==> config.mk <==
export PLATFORM = sky130hd
export DESIGN_NAME = typec_cc_attach_detect_top
export DESIGN_NICKNAME = d
export VERILOG_FILES = /design/src/design/tcad_pkg.sv /design/src/design/tcad_cfg.sv /design/src/design/tcad_core.sv /design/src/design/typec_cc_attach_detect_top.sv
export SDC_FILE = /design/constraint.sdc
export NUM_CORES = 1
export LEC_CHECK = 0
export BUFFER_PORTS_ARGS = -buffer_cell sky130_fd_sc_hd__buf_2
export CAP_MARGIN = 10
export CORE_MARGIN = 2
export CORE_UTILIZATION = 40
export CTS_CLUSTER_DIAMETER = 80
export CTS_CLUSTER_SIZE = 28
export DETAILED_ROUTE_END_ITERATION = 10
export PLACE_DENSITY = 0.65
export SETUP_SLACK_MARGIN = 0.4
export SYNTH_ARGS = -nofsm -noshare
export SYNTH_HDL_FRONTEND = slang
export SYNTH_SLANG_ARGS = --single-unit
==> constraint.sdc <==
create_clock -name i_clk -period 3.45 [get_ports i_clk]
set_input_delay 0.1725 -clock i_clk [delete_from_list [all_inputs] [get_ports i_clk]]
set_output_delay 0.1725 -clock i_clk [all_outputs]
set_load 0.05 [all_outputs]
==> src/design/tcad_pkg.sv <==
// ----------------------------------------------------------------------------
// tcad_pkg
// Types and constants shared by the Type-C CC attach/detach detector.
// ----------------------------------------------------------------------------
package tcad_pkg;

    localparam int unsigned CodeW     = 3;
    localparam int unsigned LevelW    = 8;
    localparam int unsigned TimerW    = 16;
    localparam int unsigned CfgIndexW = 3;
    localparam int unsigned CfgDataW  = 16;

    localparam logic [CodeW-1:0] CODE_NONE = 3'h0;
    localparam logic [CodeW-1:0] CODE_RA   = 3'h1;
    localparam logic [CodeW-1:0] CODE_RD   = 3'h2;
    localparam logic [CodeW-1:0] CODE_OPEN = 3'h4;

    localparam logic [CfgIndexW-1:0] REG_THRESH_HIGH  = 3'd0;
    localparam logic [CfgIndexW-1:0] REG_THRESH_LOW   = 3'd1;
    localparam logic [CfgIndexW-1:0] REG_CC_DEBOUNCE  = 3'd2;
    localparam logic [CfgIndexW-1:0] REG_PD_DEBOUNCE  = 3'd3;
    localparam logic [CfgIndexW-1:0] REG_SLEEP_TICKS  = 3'd4;
    localparam logic [CfgIndexW-1:0] REG_SLEEP_ENABLE = 3'd5;
    localparam logic [CfgIndexW-1:0] REG_DIRECT_SENSE = 3'd6;

    typedef struct packed {
        logic [LevelW-1:0] cc1_level;
        logic [LevelW-1:0] cc2_level;
    } t_in_item;

    typedef struct packed {
        logic [CodeW-1:0] cc1_status;
        logic [CodeW-1:0] cc2_status;
        logic             attached;
        logic             flipped;
        logic             cable_ra;
        logic             sleeping;
        logic             wake_event;
        logic             sleep_event;
    } t_out_item;

    typedef struct packed {
        logic [LevelW-1:0] thresh_high;
        logic [LevelW-1:0] thresh_low;
        logic [TimerW-1:0] cc_debounce_ticks;
        logic [TimerW-1:0] pd_debounce_ticks;
        logic [TimerW-1:0] sleep_ticks;
        logic              sleep_enable;
        logic              direct_sense;
    } t_cfg;

    function automatic logic [CodeW-1:0] classify(
        input logic [LevelW-1:0] level,
        input logic [LevelW-1:0] thresh_high,
        input logic [LevelW-1:0] thresh_low
    );
        logic [CodeW-1:0] code;
        if (level >= thresh_high) begin
            code = CODE_OPEN;
        end else if (level >= thresh_low) begin
            code = CODE_RD;
        end else begin
            code = CODE_RA;
        end
        return code;
    endfunction

endpackage

==> src/design/tcad_cfg.sv <==
// ----------------------------------------------------------------------------
// tcad_cfg
// Configuration register file, written through its own valid/ready channel.
// ----------------------------------------------------------------------------
module tcad_cfg (
    input  logic                              i_clk,
    input  logic                              i_rst_n,
    input  logic                              i_cfg_valid,
    output logic                              o_cfg_ready,
    input  logic [tcad_pkg::CfgIndexW-1:0]    i_cfg_index,
    input  logic [tcad_pkg::CfgDataW-1:0]     i_cfg_data,
    output tcad_pkg::t_cfg                    o_cfg
);

    tcad_pkg::t_cfg r_cfg;
    logic           wr_en;

    assign o_cfg_ready = 1'b1;
    assign wr_en       = i_cfg_valid;
    assign o_cfg       = r_cfg;

    always_ff @(posedge i_clk) begin
        if (!i_rst_n) begin
            r_cfg.thresh_high       <= 8'd100;
            r_cfg.thresh_low        <= 8'd20;
            r_cfg.cc_debounce_ticks <= 16'd150;
            r_cfg.pd_debounce_ticks <= 16'd15;
            r_cfg.sleep_ticks       <= 16'd1000;
            r_cfg.sleep_enable      <= 1'b1;
            r_cfg.direct_sense      <= 1'b1;
        end else if (wr_en) begin
            case (i_cfg_index)
                tcad_pkg::REG_THRESH_HIGH:  r_cfg.thresh_high       <= i_cfg_data[7:0];
                tcad_pkg::REG_THRESH_LOW:   r_cfg.thresh_low        <= i_cfg_data[7:0];
                tcad_pkg::REG_CC_DEBOUNCE:  r_cfg.cc_debounce_ticks <= i_cfg_data;
                tcad_pkg::REG_PD_DEBOUNCE:  r_cfg.pd_debounce_ticks <= i_cfg_data;
                tcad_pkg::REG_SLEEP_TICKS:  r_cfg.sleep_ticks       <= i_cfg_data;
                tcad_pkg::REG_SLEEP_ENABLE: r_cfg.sleep_enable      <= i_cfg_data[0];
                tcad_pkg::REG_DIRECT_SENSE: r_cfg.direct_sense      <= i_cfg_data[0];
                default: begin
                end
            endcase
        end
    end

endmodule

==> src/design/tcad_core.sv <==
// ----------------------------------------------------------------------------
// tcad_core
// CC classification, debounce/sleep timer and attach state, one tick per step.
// ----------------------------------------------------------------------------
module tcad_core (
    input  logic                 i_clk,
    input  logic                 i_rst_n,
    input  logic                 i_step,
    input  tcad_pkg::t_in_item   i_item,
    input  tcad_pkg::t_cfg       i_cfg,
    output tcad_pkg::t_out_item  o_result
);

    logic [tcad_pkg::CodeW-1:0]  r_cc1, n_cc1;
    logic [tcad_pkg::CodeW-1:0]  r_cc2, n_cc2;
    logic [tcad_pkg::TimerW-1:0] r_timer, n_timer;
    logic                        r_attach, n_attach;
    logic                        r_sleep, n_sleep;
    logic                        r_debounce, n_debounce;
    logic                        r_flip, n_flip;
    logic                        r_cable, n_cable;

    logic [tcad_pkg::CodeW-1:0]  cls1, cls2, active;
    logic [tcad_pkg::TimerW-1:0] timer_dec;
    logic                        run_timer, expire, changed, one_rd;
    logic                        woke, slept;

    assign cls1 = tcad_pkg::classify(i_item.cc1_level, i_cfg.thresh_high, i_cfg.thresh_low);
    assign cls2 = tcad_pkg::classify(i_item.cc2_level, i_cfg.thresh_high, i_cfg.thresh_low);

    always_comb begin
        n_cc1 = r_cc1;
        n_cc2 = r_cc2;
        if (r_sleep || !r_attach) begin
            n_cc1 = cls1;
            n_cc2 = cls2;
        end else if (r_flip) begin
            n_cc2 = i_cfg.direct_sense ? cls2 : tcad_pkg::CODE_RD;
        end else begin
            n_cc1 = i_cfg.direct_sense ? cls1 : tcad_pkg::CODE_RD;
        end
    end

    assign run_timer = !r_sleep && (r_timer != '0);
    assign timer_dec = r_timer - 16'd1;
    assign expire    = run_timer && (timer_dec == '0);
    assign changed   = (n_cc1 != r_cc1) || (n_cc2 != r_cc2);
    assign one_rd    = n_cc1[1] ^ n_cc2[1];
    assign active    = r_flip ? n_cc2 : n_cc1;

    always_comb begin
        n_timer    = run_timer ? timer_dec : r_timer;
        n_attach   = r_attach;
        n_sleep    = r_sleep;
        n_debounce = r_debounce;
        n_flip     = r_flip;
        n_cable    = r_cable;
        woke       = 1'b0;
        slept      = 1'b0;
        if (changed) begin
            if (r_sleep && one_rd) begin
                n_sleep = 1'b0;
                woke    = 1'b1;
            end
            if (!n_sleep) begin
                if (r_attach) begin
                    n_timer = i_cfg.pd_debounce_ticks;
                end else begin
                    n_timer    = i_cfg.cc_debounce_ticks;
                    n_debounce = 1'b1;
                end
            end
        end else if (expire) begin
            if (r_attach) begin
                if (active[2]) begin
                    n_attach = 1'b0;
                    if (i_cfg.sleep_enable) begin
                        n_timer = i_cfg.sleep_ticks;
                    end
                end
            end else if (r_debounce) begin
                n_debounce = 1'b0;
                if (one_rd) begin
                    n_attach = 1'b1;
                    n_cable  = n_cc1[0] | n_cc2[0];
                    n_flip   = !n_cc1[1];
                end else if (i_cfg.sleep_enable) begin
                    n_timer = i_cfg.sleep_ticks;
                end
            end else begin
                n_sleep = 1'b1;
                slept   = 1'b1;
            end
        end
    end

    always_ff @(posedge i_clk) begin
        if (!i_rst_n) begin
            r_cc1      <= tcad_pkg::CODE_NONE;
            r_cc2      <= tcad_pkg::CODE_NONE;
            r_timer    <= '0;
            r_attach   <= 1'b0;
            r_sleep    <= 1'b0;
            r_debounce <= 1'b0;
            r_flip     <= 1'b0;
            r_cable    <= 1'b0;
        end else if (i_step) begin
            r_cc1      <= n_cc1;
            r_cc2      <= n_cc2;
            r_timer    <= n_timer;
            r_attach   <= n_attach;
            r_sleep    <= n_sleep;
            r_debounce <= n_debounce;
            r_flip     <= n_flip;
            r_cable    <= n_cable;
        end
    end

    always_comb begin
        o_result.cc1_status  = n_cc1;
        o_result.cc2_status  = n_cc2;
        o_result.attached    = n_attach;
        o_result.flipped     = n_flip;
        o_result.cable_ra    = n_cable;
        o_result.sleeping    = n_sleep;
        o_result.wake_event  = woke;
        o_result.sleep_event = slept;
    end

`ifndef SYNTHESIS
    a_sleep_detached: assert property (@(posedge i_clk) disable iff (!i_rst_n)
        r_sleep |-> !r_attach)
        else $error("attached while sleeping");
    a_attach_no_debounce: assert property (@(posedge i_clk) disable iff (!i_rst_n)
        r_attach |-> !r_debounce)
        else $error("debounce pending while attached");
    a_sleep_timer_idle: assert property (@(posedge i_clk) disable iff (!i_rst_n)
        r_sleep |-> (r_timer == '0))
        else $error("timer armed while sleeping");
    a_wake_from_sleep: assert property (@(posedge i_clk) disable iff (!i_rst_n)
        (i_step && woke) |=> !$past(r_sleep) == 1'b0)
        else $error("wake without prior sleep");
`endif

endmodule

==> src/design/typec_cc_attach_detect_top.sv <==
// ----------------------------------------------------------------------------
// typec_cc_attach_detect_top
// USB Type-C source CC attach/detach detector with debounce and sleep timer.
// ----------------------------------------------------------------------------
// the result of each accepted input is registered in the output register
// throughput: one transaction per cycle, limited by the single-tick state update
// input is taken whenever the output register is empty or being drained
// reset (synchronous, active low) clears state and loads default register values
// configuration writes are taken every cycle
module typec_cc_attach_detect_top (
    input  logic                            i_clk,
    input  logic                            i_rst_n,
    input  logic                            i_in_valid,
    output logic                            o_in_ready,
    input  tcad_pkg::t_in_item              i_in_data,
    output logic                            o_out_valid,
    input  logic                            i_out_ready,
    output tcad_pkg::t_out_item             o_out_data,
    input  logic                            i_cfg_valid,
    output logic                            o_cfg_ready,
    input  logic [tcad_pkg::CfgIndexW-1:0]  i_cfg_index,
    input  logic [tcad_pkg::CfgDataW-1:0]   i_cfg_data
);

    tcad_pkg::t_cfg      cfg;
    tcad_pkg::t_out_item result;
    tcad_pkg::t_out_item r_out_data;
    logic                r_out_valid;
    logic                step;

    assign o_in_ready  = !r_out_valid || i_out_ready;
    assign step        = i_in_valid && o_in_ready;
    assign o_out_valid = r_out_valid;
    assign o_out_data  = r_out_data;

    tcad_cfg u_cfg (
        .i_clk       (i_clk),
        .i_rst_n     (i_rst_n),
        .i_cfg_valid (i_cfg_valid),
        .o_cfg_ready (o_cfg_ready),
        .i_cfg_index (i_cfg_index),
        .i_cfg_data  (i_cfg_data),
        .o_cfg       (cfg)
    );

    tcad_core u_core (
        .i_clk    (i_clk),
        .i_rst_n  (i_rst_n),
        .i_step   (step),
        .i_item   (i_in_data),
        .i_cfg    (cfg),
        .o_result (result)
    );

    always_ff @(posedge i_clk) begin
        if (!i_rst_n) begin
            r_out_valid <= 1'b0;
        end else if (step) begin
            r_out_valid <= 1'b1;
        end else if (i_out_ready) begin
            r_out_valid <= 1'b0;
        end
    end

    always_ff @(posedge i_clk) begin
        if (step) begin
            r_out_data <= result;
        end
    end

endmodule

==> flow_summary_export.csv <==
group,metric,value,unit
yosys,yosysSeqAreaShare,36.10,%
placed_design,placed_cells,965,
cells_and_area,nets,880,
critical_path,critPathCaptureType,"flip-flop",
critical_path,critPathArrivalTime,3110,ps
critical_path,crit_chain,"inv_1 -> ha_1 -> a211o_1 -> a31oi_2 -> o211ai_1 -> o311a_1 -> nor4_4 -> nand4_4 -> nand2b_4 -> nand2b_4 -> mux2_2",
cells_and_area,final_cell_mix,"160 x nand2_1, 91 x dfxtp_1, 53 x buf_2",
clocking,cts_root_buf,"clkbuf_16",
global_route,gr-usage-met1,29.37,%
yosys,synth_edf_count,12,
cells_and_area,final_util,48.69,%
critical_path,cp-endpoint,"o_out_data[3]$_DFFE_PP_",
yosys,syn-mean-instance-area,8.281,sq um
clocking,ctsLongestPathBuffers,2,
timing,finalMaxSlewViolations,0,
route,wl_per_cell,16.65,um
timing,setup_ws,464.1,ps
route,viasPerCell,5.508,
status,status,"completed",
floorplanning,pin_count,55,
yosys,synth_top_area_share,30.30,%
clocking,cts.sink_count,106,
clocking,cts_htree_levels,3,
worst_hold_path,hp-class,"in -> reg",
yosys,async_flop_share,0,%
timing,hold_viol_final,0,
route,ant_nets,0,
timing,worst_pin_slew,988.2,ps
yosys,ys_ff_latch,106,
timing,fmax,334.9,MHz
route,drc,0,
global_route,grt_pass1_wl,25.87,mm
yosys,synth.largest_area_cell,"dfxtp_1",
critical_path,cp_max_fo,8,
floorplanning,die-area,16540,sq um
critical_path,cp.depth,11,
yosys,netlist_instances,750,
floorplanning,row_count,45,
yosys,synth_nets,826,
global_route,grt_max_degree,60,
timing,final.min_clock_period,2986,ps
critical_path,setup.worst_path.start,"u_cfg.o_cfg[53]$_SDFFE_PN0P_",
yosys,synthesis.area,6211,sq um
cells_and_area,antenna_cells,0,
flow_run,drv_cap,0,
placed_design,pre_cts_ws,209.2,ps
floorplanning,floorplan.initialDensity,40.86,%
critical_path,slowest_stage,"o311a_1",
clocking,clkTransAtPathRegs,80,ps
critical_path,critical_path_class,"reg -> reg",
yosys,yosys-top-cells-area,"dfxtp_1 30%, nand2_1 9.9%, ha_1 7.3%",
placed_design,gp_congestion,0.8445,
yosys,ys_types,68,
critical_path,path_delay_family,"compound AO/OA/AOI/OAI gates",
global_route,top_usage_layer,"met2",
placed_design,hpwl,11.42,mm
critical_path,path_buf_inv,1,
route,routed_wirelength,16.60,mm
critical_path,r2r_end,"o_out_data[3]$_DFFE_PP_",
global_route,antenna_found_initial,0,
yosys,yosysWarningCount,0,
power_and_ir_drop,p_per_area,405.3,nW/um^2
route,via_count,5491,
critical_path,critPathRequiredTime,3570,ps
clocking,numCtsBuffers,9,
floorplanning,die_x,128.6,um
clocking,cts_tree,"done",
clocking,hold_buffers,0,
route,drtIter0Drc,414,
cells_and_area,fillers,1477,
global_route,grt_overflow,0,
timing,rsz0062_at_grt,"no",
critical_path,start_kind,"flip-flop",
clocking,clk_latency,370,ps
cells_and_area,drive_gt1_share,21.76,%
floorplanning,core_area,15200,sq um
power_and_ir_drop,ir_drop,0.2760,mV
timing,post-route-period-util,86.55,%
global_route,met3_usage,3.243,%
power_and_ir_drop,power.leakage,2.900,nW
critical_path,slowest_delay,420,ps
global_route,grtUsageMet2,29.63,%
cells_and_area,area_delta_synth_final,19.18,%
timing,slew_headroom,34.12,%
critical_path,cp_common_cell,"nand2b_4",
route,drt-pass1-iter-count,5,
timing,setup_viol,0,
global_route,grt_pass1_vias,4874,
critical_path,r2r_start,"u_cfg.o_cfg[53]$_SDFFE_PN0P_",
critical_path,rrSetupSlack,460,ps
critical_path,reg2regPathDepth,11,
cells_and_area,instances_no_fill,997,
cells_and_area,final_common_cell,"nand2_1",
global_route,track_usage,19.80,%
yosys,synth-main-ff-cell,"dfxtp_1",
timing,setup_tns,0,ps
placed_design,io_buffers,53,
timing,finClkSkew,8.615,ps
floorplanning,die_h,128.6,um
synth_stat cells, drive strengths merged (16+ instances only):
master  number
nor2        25
mux2i       24
o211ai      16
nor3        17
ha          36
dfxtp       94
clkbuf      36
nand3       23
a21boi      51
o21ai       30
nand2      163
a21oi       32
inv         29
routing by layer:
layer / vias to the layer above / part of all wire, %
met3: 18 / 3.6
met5: - / 0
met2: 104 / 45
met4: 0 / 1.7
met1: 2608 / 50
li1: 2761 / -
tightest hold or removal path: stages:
cell	delay (ps)
buf_2	100
inv_1	40
a21boi_0	60
through the flow:
stage / hold WS [ps] / power, mW / area [sq um]
2_1_floorplan: 296.5 / 1.750 / 6245
3_3_place_gp: 430.9 / 1.897 / 6685
3_5_place_dp: 434.3 / 1.902 / 6685
4_1_cts: 50.53 / 2.963 / 7117
5_1_grt: 65.62 / 3.125 / 7402
6_report: 61.43 / 3.000 / 7402
layout make-up:
| class | instances | area (sq um) | share of cell area, % |
|---|---|---|---|
| clock buffers | 10 | 239.0 | 3.229 |
| clock inverters | 6 | 55.05 | 0.7437 |
| inverters | 30 | 112.6 | 1.521 |
| multi-input cells | 570 | 3973 | 53.67 |
| flip-flops and latches | 106 | 2248 | 30.38 |
| well taps | 188 | 235.2 | 3.178 |
| repair buffers | 87 | 539.3 | 7.285 |
cell families (layout without fill, tap and decap cells):
kind of cell | count (synthesis) | count (layout) | synth area share (%)
other | 1 | 1 | 0.06038
muxes | 27 | 27 | 4.412
xor gates and xnor gates | 14 | 14 | 1.974
buffers and inverters | 74 | 133 | 4.794
adders and majority gates | 36 | 36 | 7.252
DFF | 106 | 106 | 36.10
and+or+nand+nor | 297 | 297 | 22.92
AOI/OAI and AO/OA | 195 | 195 | 22.48
sequential cells by signal (all words and copies together) (netlist names):
signal and count:
u_cfg.o_cfg 66, u_core.r_timer 16, o_out_data 12, u_core.r_cc1 3, u_core.r_cc2 3, o_out_valid 1
u_core.r_attach 1, u_core.r_cable 1, u_core.r_debounce 1, u_core.r_flip 1, u_core.r_sleep 1
how the worst min path moves through the flow:
stage / startpoint / to / slack (ps) / cells after the start
after global routing: i_in_valid / o_out_valid$_SDFFE_PN0P_ / 70 / 3
final: i_in_valid / o_out_valid$_SDFFE_PN0P_ / 60 / 3
after floorplan: i_cfg_data[8] / u_cfg.o_cfg[10]$_SDFFE_PN1P_ / 300 / 2
after global placement: i_cfg_data[9] / u_cfg.o_cfg[11]$_SDFFE_PN1P_ / 430 / 3
after detailed placement: i_cfg_data[9] / u_cfg.o_cfg[11]$_SDFFE_PN1P_ / 430 / 3
after CTS: i_cfg_data[9] / u_cfg.o_cfg[11]$_SDFFE_PN1P_ / 50 / 3
where the power goes:
group	total, mW	leakage (nW)	switching (mW)	internal, mW
sequential	1.34	0.888	0.0446	1.29
combinational	0.616	1.87	0.363	0.253
clock	1.05	0.146	0.519	0.527
total	3.00	2.90	0.927	2.07
repair_timing:
action | CTS | global route
endpoints found under the setup margin | 23 | 24
buffers inserted | 9 | 6
hold endpoints to repair | 0 | 0
pin swaps | 15 | 20
gates cloned | 1 | 0
gates resized for setup | 18 | 48
Power figures use the tool's default switching activity.
